**src/rtl/nsr_pkg.sv**
```systemverilog
// Shared widths, command bundle and controller states for the square root unit.
package nsr_pkg;

    localparam int RAD_W  = 32;               // radicand, unsigned Q16.16
    localparam int FRAC_W = 16;               // extra fraction bits for a Q8.16 root
    localparam int WIDE_W = RAD_W + FRAC_W;   // widened radicand
    localparam int ROOT_W = WIDE_W / 2;       // one root bit per step
    localparam int REM_W  = ROOT_W + 2;       // partial remainder
    localparam int CNT_W  = $clog2(ROOT_W);

    localparam logic [CNT_W-1:0] LAST_STEP = CNT_W'(ROOT_W - 1);

    typedef struct packed {
        logic load;      // capture a new radicand, clear the recurrence
        logic step;      // settle one root bit
        logic publish;   // copy the finished root into the output register
    } cmd_t;

    typedef enum logic [2:0] {
        ST_IDLE   = 3'b001,
        ST_RUN    = 3'b010,
        ST_FINISH = 3'b100
    } state_t;

endpackage

```
**src/rtl/nsr_ctrl.sv**
```systemverilog
// Sequencer for the square root unit: handshakes, step counter, output valid.
module nsr_ctrl
(
    input  logic           clk,
    input  logic           rst_n,
    input  logic           radicand_valid,
    output logic           radicand_ready,
    output logic           root_valid,
    input  logic           root_ready,
    output nsr_pkg::cmd_t  cmd
);

    nsr_pkg::state_t               state_reg, state_next;
    logic [nsr_pkg::CNT_W-1:0]     count_reg, count_next;
    logic                          out_valid_reg, out_valid_next;
    logic                          slot_free;

    assign radicand_ready = (state_reg == nsr_pkg::ST_IDLE);
    assign root_valid     = out_valid_reg;
    assign slot_free      = !out_valid_reg || root_ready;

    always_comb
    begin
        state_next  = state_reg;
        count_next  = count_reg;
        cmd.load    = 1'b0;
        cmd.step    = 1'b0;
        cmd.publish = 1'b0;
        unique case (state_reg)
            nsr_pkg::ST_IDLE:
            begin
                if (radicand_valid)
                begin
                    cmd.load   = 1'b1;
                    count_next = '0;
                    state_next = nsr_pkg::ST_RUN;
                end
            end
            nsr_pkg::ST_RUN:
            begin
                cmd.step   = 1'b1;
                count_next = count_reg + 1'b1;
                if (count_reg == nsr_pkg::LAST_STEP)
                begin
                    state_next = nsr_pkg::ST_FINISH;
                end
            end
            nsr_pkg::ST_FINISH:
            begin
                // hold the result until the output register is free
                if (slot_free)
                begin
                    cmd.publish = 1'b1;
                    state_next  = nsr_pkg::ST_IDLE;
                end
            end
            default:
            begin
                state_next = nsr_pkg::ST_IDLE;
            end
        endcase
    end

    assign out_valid_next = (out_valid_reg && !root_ready) || cmd.publish;

    always_ff @(posedge clk or negedge rst_n)
    begin
        if (!rst_n)
        begin
            state_reg     <= nsr_pkg::ST_IDLE;
            count_reg     <= '0;
            out_valid_reg <= 1'b0;
        end
        else
        begin
            state_reg     <= state_next;
            count_reg     <= count_next;
            out_valid_reg <= out_valid_next;
        end
    end

endmodule

```
**src/rtl/nsr_datapath.sv**
```systemverilog
// Restoring digit recurrence for the root, one bit per step, plus output register.
module nsr_datapath
(
    input  logic                         clk,
    input  nsr_pkg::cmd_t                cmd,
    input  logic [nsr_pkg::RAD_W-1:0]    radicand,
    output logic [nsr_pkg::ROOT_W-1:0]   root
);

    logic [nsr_pkg::WIDE_W-1:0] wide_reg, wide_next;
    logic [nsr_pkg::REM_W-1:0]  rem_reg, rem_next;
    logic [nsr_pkg::ROOT_W-1:0] q_reg, q_next;
    logic [nsr_pkg::ROOT_W-1:0] root_reg, root_next;
    logic [nsr_pkg::REM_W+1:0]  cur;
    logic [nsr_pkg::REM_W+1:0]  trial;
    logic [nsr_pkg::REM_W+1:0]  diff;
    logic                       fits;

    // bring down the next two radicand bits and try the root bit as one
    assign cur   = {rem_reg, wide_reg[nsr_pkg::WIDE_W-1 -: 2]};
    assign trial = {2'b00, q_reg, 2'b01};
    assign diff  = cur - trial;
    assign fits  = (cur >= trial);

    always_comb
    begin
        wide_next = wide_reg;
        rem_next  = rem_reg;
        q_next    = q_reg;
        root_next = root_reg;
        if (cmd.load)
        begin
            wide_next = {radicand, {nsr_pkg::FRAC_W{1'b0}}};
            rem_next  = '0;
            q_next    = '0;
        end
        else if (cmd.step)
        begin
            wide_next = {wide_reg[nsr_pkg::WIDE_W-3:0], 2'b00};
            rem_next  = fits ? diff[nsr_pkg::REM_W-1:0] : cur[nsr_pkg::REM_W-1:0];
            q_next    = {q_reg[nsr_pkg::ROOT_W-2:0], fits};
        end
        if (cmd.publish)
        begin
            root_next = q_reg;
        end
    end

    always_ff @(posedge clk)
    begin
        wide_reg <= wide_next;
        rem_reg  <= rem_next;
        q_reg    <= q_next;
        root_reg <= root_next;
    end

    assign root = root_reg;

endmodule

```
**src/rtl/newton_square_root_top.sv**
```systemverilog
// Top level of the fixed-point square root unit: controller plus datapath.
//
// Usage: a request on the radicand channel (radicand_valid/radicand_ready)
// carries one unsigned Q16.16 value. The unit returns its truncated square
// root in unsigned Q8.16 on the root channel (root_valid/root_ready): the
// largest r with r*r <= radicand * 2^16. A zero radicand gives zero.
//
// The root bits are settled by a restoring digit recurrence in the
// datapath, one bit per cycle for all 24 bits, followed by a publish
// step that moves the root into the output register once it is free;
// the registered root_valid rises after that publish. A new request is
// taken only after the previous root has been published, since the
// sequencer accepts only while idle, not during the recurrence or publish.
//
// The output register lets a new request start while an earlier root still
// waits to be taken. If the receiver stalls, the finished root is held in
// the datapath until the output register frees up, and no new request is
// taken meanwhile. Reset (rst_n low, asynchronous) returns the sequencer to
// idle and drops any pending result; the datapath registers are not reset.
module newton_square_root_top
(
    input  logic                         clk,
    input  logic                         rst_n,
    input  logic                         radicand_valid,
    output logic                         radicand_ready,
    input  logic [nsr_pkg::RAD_W-1:0]    radicand,
    output logic                         root_valid,
    input  logic                         root_ready,
    output logic [nsr_pkg::ROOT_W-1:0]   root
);

    nsr_pkg::cmd_t cmd;

    // sequencer: decides when to load, step and publish
    nsr_ctrl u_ctrl
    (
        .clk            (clk),
        .rst_n          (rst_n),
        .radicand_valid (radicand_valid),
        .radicand_ready (radicand_ready),
        .root_valid     (root_valid),
        .root_ready     (root_ready),
        .cmd            (cmd)
    );

    // recurrence registers and output register
    nsr_datapath u_datapath
    (
        .clk      (clk),
        .cmd      (cmd),
        .radicand (radicand),
        .root     (root)
    );

endmodule

```
**config.mk**
```make
export PLATFORM = sky130hd
export DESIGN_NAME = newton_square_root_top
export DESIGN_NICKNAME = d
export VERILOG_FILES = /design/src/rtl/nsr_pkg.sv /design/src/rtl/nsr_ctrl.sv /design/src/rtl/nsr_datapath.sv /design/src/rtl/newton_square_root_top.sv
export SDC_FILE = /design/constraint.sdc
export NUM_CORES = 1
export LEC_CHECK = 0
export BUFFER_PORTS_ARGS = -buffer_cell sky130_fd_sc_hd__buf_2
export CAP_MARGIN = 5
export CORE_MARGIN = 3
export CORE_UTILIZATION = 50
export CTS_CLUSTER_SIZE = 8
export DETAILED_ROUTE_END_ITERATION = 10
export HOLD_SLACK_MARGIN = 0.15
export PLACE_DENSITY = 0.75
export REMOVE_ABC_BUFFERS = 1
export SYNTH_ARGS = -nofsm -noshare
export SYNTH_HDL_FRONTEND = slang
export SYNTH_SLANG_ARGS = --single-unit
```
**constraint.sdc**
```tcl
create_clock -name clk -period 4 [get_ports clk]
set_input_delay 0.8 -clock clk [delete_from_list [all_inputs] [get_ports clk]]
set_output_delay 0.8 -clock clk [all_outputs]
set_load 0.1 [all_outputs]
```
# ---- Yosys cells after proc, flatten, opt, wreduce, memory -nomap -nowiden
# Cells that the tools add are included.
# Widths: inputs -> output; s select.
dict set report op_classes {
  muxes 14
  eq_ne 7
  reduce_logical 9
  n_addsub 2
  n_lt_le_gt_ge 1
}
# cell n
set ops {}
lappend ops {{$mux 48} 2}
lappend ops {{$ge 28x26->1} 1}
lappend ops {{$mux 26} 1}
lappend ops {{$sub 26x26->26} 1}
lappend ops {{$pmux 5 s2} 1}
lappend ops {{$mux 3} 3}
lappend ops {{$pmux 3 s3} 1}
lappend ops {{$add 5x1->5 const B} 1}
lappend ops {{$eq 5x5->1 const B} 1}
lappend ops {{$mux 1} 5}
lappend ops {{$mux 5} 1}
lappend ops {{$ne 2x1->1 const B} 2}
lappend ops {{$reduce_bool 2->1} 2}
lappend ops {{$eq 3x1->1 const B} 1}
lappend ops {{$eq 3x2->1 const B} 1}
lappend ops {{$eq 3x3->1 const B} 1}
lappend ops {{$reduce_and 3->1} 1}
lappend ops {{$logic_not 1->1} 2}
lappend ops {{$logic_or 1x1->1} 2}
lappend ops {{$ne 2x2->1 const B} 1}
lappend ops {{$reduce_and 2->1} 1}
lappend ops {{$logic_and 1x1->1} 1}
dict set report word_totals {
  out_inout_bits 26
  regBits 115
  word_cells 40
  input_bits 36
}

# ---- Logic depth before layout (Yosys ltp)
# Gate-level depths: netlist (run 1).
dict set report logic_depth {
  ltp_word 5
  ltp_mapped 11
}

# ---- By module
# Synthesis (run 1) repeated with hierarchy kept, for this count alone.
dict set report unflattened {
  cells_unflattened 598
  hier_area_um2 6303.5
}
# mod seq_area_each_um2 instances cells_each area_per_inst_um2
set modules_own_cells {}
lappend modules_own_cells {nsr_datapath 2682.6 1 546 5814.3}
lappend modules_own_cells {nsr_ctrl 226.5 1 52 489.2}

# ---- Worst setup path after synthesis (run 1)
# Ideal clock, no wire load.
dict set report synth_path {
  path_type {register -> output}
  start {register u_ctrl.state_reg[0]}
  end {output port radicand_ready}
  n_path_buf 0
  setup_slack_ns 0.578
  stages_incl_launch_ff 3
  t_arrival_ns 2.622
  required_time_ns 3.200
  path_cell_list {dfstp_2 inv_1 nor3_1}
}
dict set report synth_via {
  elab_chain_cells 1
}
# item line
set synth_rtl {}
lappend synth_rtl {{from (decl)} nsr_ctrl.sv:13} ;# nsr_pkg::state_t state_reg, state_next;
lappend synth_rtl {{from (signal assigned)} nsr_ctrl.sv:70} ;# state_reg <= nsr_pkg::ST_IDLE;
lappend synth_rtl {{from (signal assigned)} nsr_ctrl.sv:76} ;# state_reg <= state_next;
lappend synth_rtl {{$eq 3x1->1} nsr_ctrl.sv:18} ;# assign radicand_ready = (state_reg == nsr_pkg::ST_IDLE);
lappend synth_rtl {{to (decl)} newton_square_root_top.sv:25} ;# output logic radicand_ready,
# Every way passes these cells.

# ---- Worst setup path in the final report (run 1)
dict set report layout_path {
  start {register u_datapath.q_reg[4] (netlist name)}
  end {register u_datapath.rem_reg[16] (netlist name)}
}
dict set report layout_via {
  elab_chain_cells 2
  word_cells_on_any_way 3
  classes_between {add/sub (1); order compare (1); mux (1)}
}
# item line
set layout_rtl {}
lappend layout_rtl {{from (decl)} nsr_datapath.sv:12} ;# logic [nsr_pkg::ROOT_W-1:0] q_reg, q_next;
lappend layout_rtl {{from (signal assigned)} nsr_datapath.sv:53} ;# q_reg <= q_next;
lappend layout_rtl {{$sub 26x26->26 / $ge 28x26->1 (equally long branches)} {nsr_datapath.sv:22, nsr_datapath.sv:23}}
lappend layout_rtl {{$mux 26 (*)} nsr_datapath.sv:40} ;# rem_next = fits ? diff[nsr_pkg::REM_W-1:0] : cur[nsr_pkg::REM_W-1:0];
lappend layout_rtl {{to (signal assigned)} nsr_datapath.sv:52} ;# rem_reg <= rem_next;
lappend layout_rtl {{to (decl)} nsr_datapath.sv:11} ;# logic [nsr_pkg::REM_W-1:0] rem_reg, rem_next;
# Every way passes the cells marked *; elsewhere a longest branch is shown, timed or not.
# A chain may end at the register's enable or synchronous reset.

==> results of run 1 <==
worst max-delay path by stage:
stage,from,to,slack (ns)
3_3_place_gp,u_datapath.q_reg[3],u_datapath.rem_reg[11],1.10
5_1_grt,u_datapath.q_reg[4],u_datapath.rem_reg[1],0.63
4_1_cts,u_datapath.q_reg[4],u_datapath.rem_reg[1],0.88
2_1_floorplan,radicand_valid,u_datapath.wide_reg[16],-0.90
6_report,u_datapath.q_reg[4],u_datapath.rem_reg[16],0.87
3_5_place_dp,u_datapath.q_reg[3],u_datapath.rem_reg[1],0.96
where the power goes:
group          switching [mW]  internal, mW
clock network           0.514         0.948
registers               0.140          1.59
logic                    1.58          1.01
total                    2.23          3.55
per-stage QoR:
stage	TNS (ns)	setup slack (ns)	area, um^2
4_1_cts	0	0.882	6610
3_5_place_dp	0	0.956	6020
3_3_place_gp	0	1.10	6020
5_1_grt	0	0.633	6610
2_1_floorplan	-48.15	-0.895	5480
6_report	0	0.872	6610
logic make-up after synthesis:
group	synth area share, %
adders and majority gates	6.04
buffers and inverters	4.32
AOI/OAI and AO/OA	17.0
muxes	3.04
DFF	52.0
xor gates and xnor gates	3.76
and+or+nand+nor	13.9
metal layers:
metal | up-vias | global-route usage (%) | wire [um]
met5 | - | 0 | 0
met4 | 0 | 6.24 | 156
met3 | 18 | 5.76 | 700
met2 | 123 | 34.3 | 5900
met1 | 2033 | 22.8 | 5060
li1 | 2177 | - | -
placed cells by master (no fill, tap or decap), types with 8 or more instances in the layout:
cell type	instances
inv_1	33
nor2_1	15
a32oi_1	8
xnor2_1	15
a21oi_1	36
o21ai_0	38
edfxtp_1	56
clkbuf_16	16
o22ai_1	22
dfrtp_1	8
ha_1	27
dfxtp_1	50
nor3_1	8
nand2_1	125
xor2_1	9
buf_2	61
mux2i_1	17
critical path: stages, from the launching register on:
cell	delay, ns
dfxtp_1	0.32
inv_1	0.06
ha_1	0.37
o21ai_0	0.31
o21ba_2	0.22
a31oi_4	0.11
o21bai_1	0.28
a31oi_4	0.15
nor2_4	0.74
mux2i_1	0.33
o21ai_0	0.10
repair_timing:
action,4_1_cts,5_1_grt
endpoints found under the setup margin,0,0
hold buffers,1,0
hold endpoints to repair,8,0
area by class of cell:
type                    instances  area (um^2)  area share (%)
clock buffers                  23          477            7.21
clock inverters                 9          104            1.57
inverters                      34          128            1.93
multi-input cells             399         2460            37.1
flip-flops and latches        115         2910            44.0
well taps                     136          170            2.57
repair buffers                 69          368            5.56
==> flow_summary.yaml, run 1 <==
status:
  status: "finished, final reports clean"
routing:
  wl_per_cell_um: 15.0
  num_vias: 4351
  drt_iter0_markers: 255
  wl_mm: 11.8
  drc: 0
  drt-pass1-iter-count: 4
  ant_nets: 0
  vias_per_cell: 5.54
grt:
  grt_first_pass_wirelength_mm: 20.1
  grt_pass1_vias: 4448
  grt_use_total_pct: 19.5
  antenna_found_initial: 0
  grt_max_degree: 56
  grt_overflow: 0
sta:
  hold_viol_final: 0
  fin_crit_sh_pct: 78.2
  hold_slack_ns: 0.427
  fmax_mhz: 320
  slew_headroom_pct: 37.1
  final-setup-viol-count: 0
  slew_viol_final: 0
  finalCriticalPeriod_ns: 3.13
  skew_ns: 0.00949
  tightest_slew_ns: 0.934
  rsz0062_at_grt: "no"
setup_path:
  required_ns: 4.40
  worst_setup_path_end_kind: "flop"
  ff2ff_setup_slack_ns: 0.87
  startpoint_type: "flop"
  arrival_ns: 3.52
  worstPathMaxFanout: 28
  r2r_cells: 10
  path_class: "flop to flop"
  r2r-start: "u_datapath.q_reg[4]"
  r2r_end: "u_datapath.rem_reg[16]"
floorplan:
  die_w_um: 112
  die_y_um: 112
  core.rowCount: 37
  start_util_pct: 52.8
  core_area_um2: 10600
  io_pins: 62
  dieArea_um2: 12500
synth:
  synthCells: 572
  synth_warnings: 0
  synth-edff-count: 56
  async_reset_ff_share_pct: 7.83
  yosysTopAreaCell: "edfxtp_1"
  synthTopCellsByArea: "edfxtp_1 30%, dfxtp_1 18%, nand2_1 8.4%"
  synth_cell_types: 54
  seq_area_frac_synth_pct: 52.0
  synth_ff_type: "edfxtp_1"
  syn-cell-area_um2: 5590
  synthMostInstantiatedCell: "nand2_1"
  synth_common_cells: "125 x nand2_1, 56 x edfxtp_1, 50 x dfxtp_1, 38 x o21ai_0, 36 x a21oi_1"
  netlist.area_leader.share_pct: 30.1
  synth_seq_cells: 115
  synth.avg_cell_area_um2: 9.78
layout:
  stdcell_count: 785
  drive_above_1_share_pct: 17.3
  syn2layout_area_growth_pct: 18.2
  diodes: 0
  fillers: 888
  largest_reg_flops: 32
  final_util_pct: 62.4
  layout.nets: 699
worst_hold_path:
  min_from: "u_datapath.q_reg[14]"
  holdPathStages: 0
  hold_path_class: "flop to flop"
  min_to: "u_datapath.root[14]"
placement:
  routabilityCongestion: 0.894
  io_buffer_count: 61
  post-place-cells: 752
  dpl.hpwl_mm: 7.73
power:
  power.density_nw_per_um2: 875
  total_power_mw: 5.78
  ir_drop_mv: 0.453
  power.leakage_nw: 2.78
clock_tree:
  cts_buffer_depth: 2
  clock_sinks: 115
  cts_inserted_buffers: 17
  cts_tree: "done"
  cts.clk_slew.worst_paths_ns: 0.06
  postCtsSetupBuffers: 0
  htreeDepth: 4
  clkLatencyLatePin_ns: 0.52
  cts_resized: 0
  root_buffer: "clkbuf_8"
run:
  maxCapViolations: 0
No activity file was read; power rests on OpenSTA's default activity.
==> inputs of run 2 (changes only) <==
PLACE_DENSITY = 0.77   (was 0.75)
clock period = 2.5 ns   (was 4 ns; I/O delays follow)
==> run 2 against run 1 <==
Effect of this change: the run now ends with negative setup slack left; clock skew is essentially flat; clock power grew 62%; via count grew 5.8%; non-clock buffer count grew 60; critical path depth grew 1; combinational power grew 110%; cell count grew 7.6%; register-to-register slack lost 0.88 ns; first-iteration DRC count shrank 10%; sequential share of layout area shrank 4.7 points; critical path type unchanged; critical endpoint is now u_datapath.rem_reg[23].
==> flow_summary.yaml, run 2 (synthesized netlist as in run 1, its figures left out) <==
floorplan:
  core.rowCount: 37
  io_pins: 62
  dieArea_um2: 12500
  die_w_um: 112
  core_area_um2: 10600
  start_util_pct: 52.8
  die_y_um: 112
layout:
  syn2layout_area_growth_pct: 32.5
  diodes: 0
  largest_reg_flops: 32
  layout.nets: 759
  stdcell_count: 845
  drive_above_1_share_pct: 30.6
  final_cell_mix: "125 x nand2_1, 62 x buf_4, 61 x buf_2"
  layout.cells.most_common: "nand2_1"
routing:
  vias_per_cell: 5.45
  ant_nets: 0
  drc: 0
  drt_iter0_markers: 229
  wl_mm: 13.3
  num_vias: 4602
  drt-pass1-iter-count: 8
  wl_per_cell_um: 15.7
clock_tree:
  cts_buffer_depth: 2
  cts_inserted_buffers: 17
  root_buffer: "clkbuf_8"
  clock_sinks: 115
  clkLatencyLatePin_ns: 0.52
  cts_tree: "done"
  cts.clk_slew.worst_paths_ns: 0.06
  htreeDepth: 4
power:
  power.density_nw_per_um2: 1440
  total_power_mw: 10.7
  power.leakage_nw: 3.10
  ir_drop_mv: 0.728
sta:
  slew_headroom_pct: 67.0
  rsz0062_at_grt: "yes"
  skew_ns: 0.00970
  finalCriticalPeriod_ns: 2.51
  fin_crit_sh_pct: 100
  slew_viol_final: 0
  setup_ws_ns: -0.00573
  fmax_mhz: 399
  setup_tns_ns: -0.00573
  hold_viol_final: 0
  tightest_slew_ns: 0.489
  final-setup-viol-count: 1
grt:
  grt_use_total_pct: 21.4
  grt_max_degree: 42
  grt_overflow: 0
  grt_first_pass_wirelength_mm: 21.6
  grt_pass1_vias: 4713
  antenna_found_initial: 0
placement:
  pre_cts_slack_ns: -0.00670
  post-place-cells: 806
  dpl.hpwl_mm: 8.64
  io_buffer_count: 61
  routabilityCongestion: 0.887
setup_path:
  required_ns: 2.94
  worstPathMaxFanout: 3
  path_class: "flop to flop"
  startpoint_type: "flop"
  arrival_ns: 2.95
  worst_setup_path_end_kind: "flop"
status:
  status: "complete, but fails checks"
  violations: "negative setup slack"
worst_hold_path:
  hold_path_class: "input pin to flop"
run:
  maxCapViolations: 0
## run 2: cell count changes in the layout (fill, tap and decap cells not counted), sizes merged
cell,delta
buf,+58
clkbuf,-4
clkinvlp,+4
bufinv,+1
clkinv,+1
## run 2: what timing repair did
action	in CTS	in global routing
hold endpoints to repair	9	0
pin swaps	2	20
setup endpoints to repair	4	27
setup buffers	0	4
cloned	0	2
hold buffers	1	0
gates resized for setup	4	53
## run 2: final timing paths
check,end,slack (ns),depth (start not counted),from
worst max register to register,u_datapath.rem_reg[23],-0.006,11,u_datapath.q_reg[7]
min in group asynchronous,u_ctrl.count_reg[2],0.36,2,rst_n
worst max-delay path,u_datapath.rem_reg[23],-0.006,11,u_datapath.q_reg[7]
worst min-delay path,u_datapath.wide_reg[41],0.23,3,radicand[25]
worst min register to register,u_datapath.root[5],0.43,0,u_datapath.q_reg[5]
max in group asynchronous,u_ctrl.state_reg[0],1.89,2,rst_n
## run 2: report_power, final
| group | leakage [nW] | switching, mW | internal (mW) |
|---|---|---|---|
| clock | 0.267 | 0.862 | 1.50 |
| sequential | 1.06 | 0.248 | 2.54 |
| combinational | 1.77 | 2.93 | 2.60 |
| total | 3.10 | 4.04 | 6.65 |
## run 2: critical path: stages, from the launching register on
cell and delay [ns]:
dfxtp_1 0.33, inv_1 0.06, ha_1 0.35, a21oi_2 0.19, a21oi_1 0.09, a2111oi_1 0.37, buf_4 0.20, o2111ai_2 0.18
a21oi_2 0.25, o21ai_1 0.11, xnor2_1 0.13, o31ai_1 0.18
## run 2: area by class of cell
type | instances | area, um^2
Tap cell | 136 | 170
Fill cell | 767 | 3190
Clock buffer | 17 | 414
Timing Repair Buffer | 129 | 891
Inverter | 34 | 130
Multi-Input combinational cell | 399 | 2720
Sequential cell | 115 | 2920
Clock inverter | 15 | 166
## run 2: through the flow
step	utilization, %	instance area [um^2]	hold WS [ns]
after floorplan	-	5480	0.204
after global placement	61.0	6460	0.358
after detailed placement	61.0	6460	0.364
after CTS	66.7	7070	0.213
after global routing	69.9	7410	0.213
final	69.9	7410	0.234
## run 2: metal layers
layer | share of wire [%] | global-route usage (%)
met4 | 2.2 | 8.03
met3 | 5.6 | 6.52
met2 | 49 | 36.1
met1 | 43 | 25.6
met5 | 0 | 0
==> inputs of run 3 (changes only) <==
CORE_UTILIZATION = 45   (was 50)
PLACE_DENSITY = 0.71   (was 0.77)
==> run 3 against run 2 <==
Effect of this change: the flow still finishes with violations (negative setup slack); die area rose by 10%; wire length fell by 0.47%; sequential cell count did not move; global-route usage fell by 2.2 points; clock-buffer cell count rose by 1; critical path type unchanged; largest cell class unchanged; highest routed layer unchanged.
==> flow_summary.yaml, run 3 (synthesized netlist as in run 1, its figures left out) <==
status:
  status: "complete, but fails checks"
  violations: "negative setup slack"
placement:
  postPlaceCellArea_um2: 6530
  routabilityCongestion: 0.886
  dpl.hpwl_mm: 8.69
  post-place-cells: 842
  pre_cts_slack_ns: -0.0756
  io_buffer_count: 61
setup_path:
  crit_end: "u_datapath.rem_reg[1]"
  r2r_end: "u_datapath.rem_reg[1]"
  crit_chain: "inv_2, ha_4, and3_4, nand2_2, a21o_1, or4_4, a31oi_4, nor2_4, buf_6, clkbuf_16, mux2i_2, a22o_1"
  startpoint_type: "flop"
  worstPathMaxFanout: 5
  required_ns: 2.81
  arrival_ns: 2.84
  path_class: "flop to flop"
  worst_setup_path_end_kind: "flop"
  r2r_cells: 12
  crit_path_top_delay_cell: "or4_4"
  crit_start: "u_datapath.q_reg[19]"
  ff2ff_setup_slack_ns: -0.03
  cpPeakStageDelay_ns: 0.43
  r2r-start: "u_datapath.q_reg[19]"
floorplan:
  dieArea_um2: 13800
  core.rowCount: 40
  start_util_pct: 46.4
  die_w_um: 117
  core_area_um2: 12100
  io_pins: 62
  die_y_um: 117
layout:
  drive_above_1_share_pct: 31.2
  layout.nets: 767
  largest_reg_flops: 32
  layout.cells.most_common: "nand2_1"
  fillers: 934
  final_cell_mix: "125 x nand2_1, 68 x buf_4, 61 x buf_2"
  multi_input_area_um2: 2770
  seq_area_um2: 2920
  diodes: 0
  syn2layout_area_growth_pct: 35.0
  final_cell_area_um2: 7550
  stdcell_count: 885
routing:
  drt-pass1-iter-count: 4
  wl_mm: 13.2
  drt_iter0_markers: 221
  vias_per_cell: 5.22
  num_vias: 4623
  wl_per_cell_um: 14.9
  drc: 0
  ant_nets: 0
sta:
  hold_viol_final: 0
  tightest_slew_ns: 0.503
  rsz0062_at_grt: "yes"
  setup_tns_ns: -0.0284
  fmax_mhz: 396
  final-setup-viol-count: 1
  setup_ws_ns: -0.0284
  slew_viol_final: 0
  finalCriticalPeriod_ns: 2.53
  hold_slack_ns: 0.335
  skew_ns: 0.0132
  fin_crit_sh_pct: 101
  slew_headroom_pct: 66.7
grt:
  grt_overflow: 0
  busiest_layer: "met2"
  use_met2_pct: 31.6
  grt_pass1_vias: 4690
  grt_first_pass_wirelength_mm: 21.4
  grt_max_degree: 43
  grt_use_met3_pct: 6.01
  grt_use_met1_pct: 22.7
  antenna_found_initial: 0
  grt_use_total_pct: 19.2
clock_tree:
  cts_tree: "done"
  root_buffer: "clkbuf_16"
  cts.clk_slew.worst_paths_ns: 0.06
  clock_sinks: 115
  cts_buffer_depth: 2
  cts_inserted_buffers: 17
  clkLatencyLatePin_ns: 0.42
  htreeDepth: 4
power:
  power.density_nw_per_um2: 1440
  ir_drop_mv: 0.699
  power.leakage_nw: 3.15
worst_hold_path:
  hold_path_class: "input pin to flop"
  min_from: "radicand[28]"
run:
  maxCapViolations: 0
-- run 3: cell count changes in the layout (fill, tap and decap cells not counted), sizes merged --
cell	delta
buf	+8
bufinv	-1
clkbuf	+1
clkinvlp	-2
inv	+2
-- run 3: final cells by class --
class                      count  area share, %
sequential                   115           38.6
multi-input combinational    399           36.6
timing repair buffer         137           12.7
clock buffer                  18           5.81
tap                          168           2.78
clock inverter                14           1.81
inverter                      34           1.69
-- run 3: metal layers --
metal / wire, um / vias to the layer above
met1: 5790 / 2164
li1: - / 2312
met2: 6320 / 119
met5: 0 / -
met4: 350 / 0
met3: 747 / 28
-- run 3: power breakdown --
part | total, mW | internal [mW] | switching, mW
logic | 5.73 | 2.75 | 2.97
registers | 2.79 | 2.55 | 0.244
clock network | 2.34 | 1.48 | 0.866
total | 10.9 | 6.78 | 4.08
-- run 3: worst min-delay path by stage --
stage,to,slack [ns],depth (start not counted)
after floorplan,u_ctrl.count_reg[0],0.20,0
after global placement,u_ctrl.state_reg[1],0.36,1
after detailed placement,u_ctrl.state_reg[1],0.36,1
after CTS,u_datapath.wide_reg[41],0.32,3
after global routing,u_datapath.wide_reg[35],0.33,3
final,u_datapath.wide_reg[44],0.34,3
-- run 3: what timing repair did --
item	CTS	global route
gates cloned	1	1
pin swaps	7	22
setup endpoints to repair	14	27
hold endpoints to repair	9	0
hold buffers	1	0
buffers inserted	1	7
gates resized for setup	16	44
-- run 3: stage by stage --
step	utilization (%)	power (mW)
floorplan	-	5.95
global placement	54.2	7.41
detailed placement	54.2	7.55
CTS	60.1	10.2
global route	62.6	11.6
finish	62.6	10.9
-- run 3: critical path, delay by kind of cell (launching register included) --
family | cells | cell delay, ns
buf+inv | 3 | 0.33
simple gates | 4 | 0.80
mux | 1 | 0.14
compound gates | 3 | 0.56
flops | 1 | 0.34
fa+ha+maj | 1 | 0.27
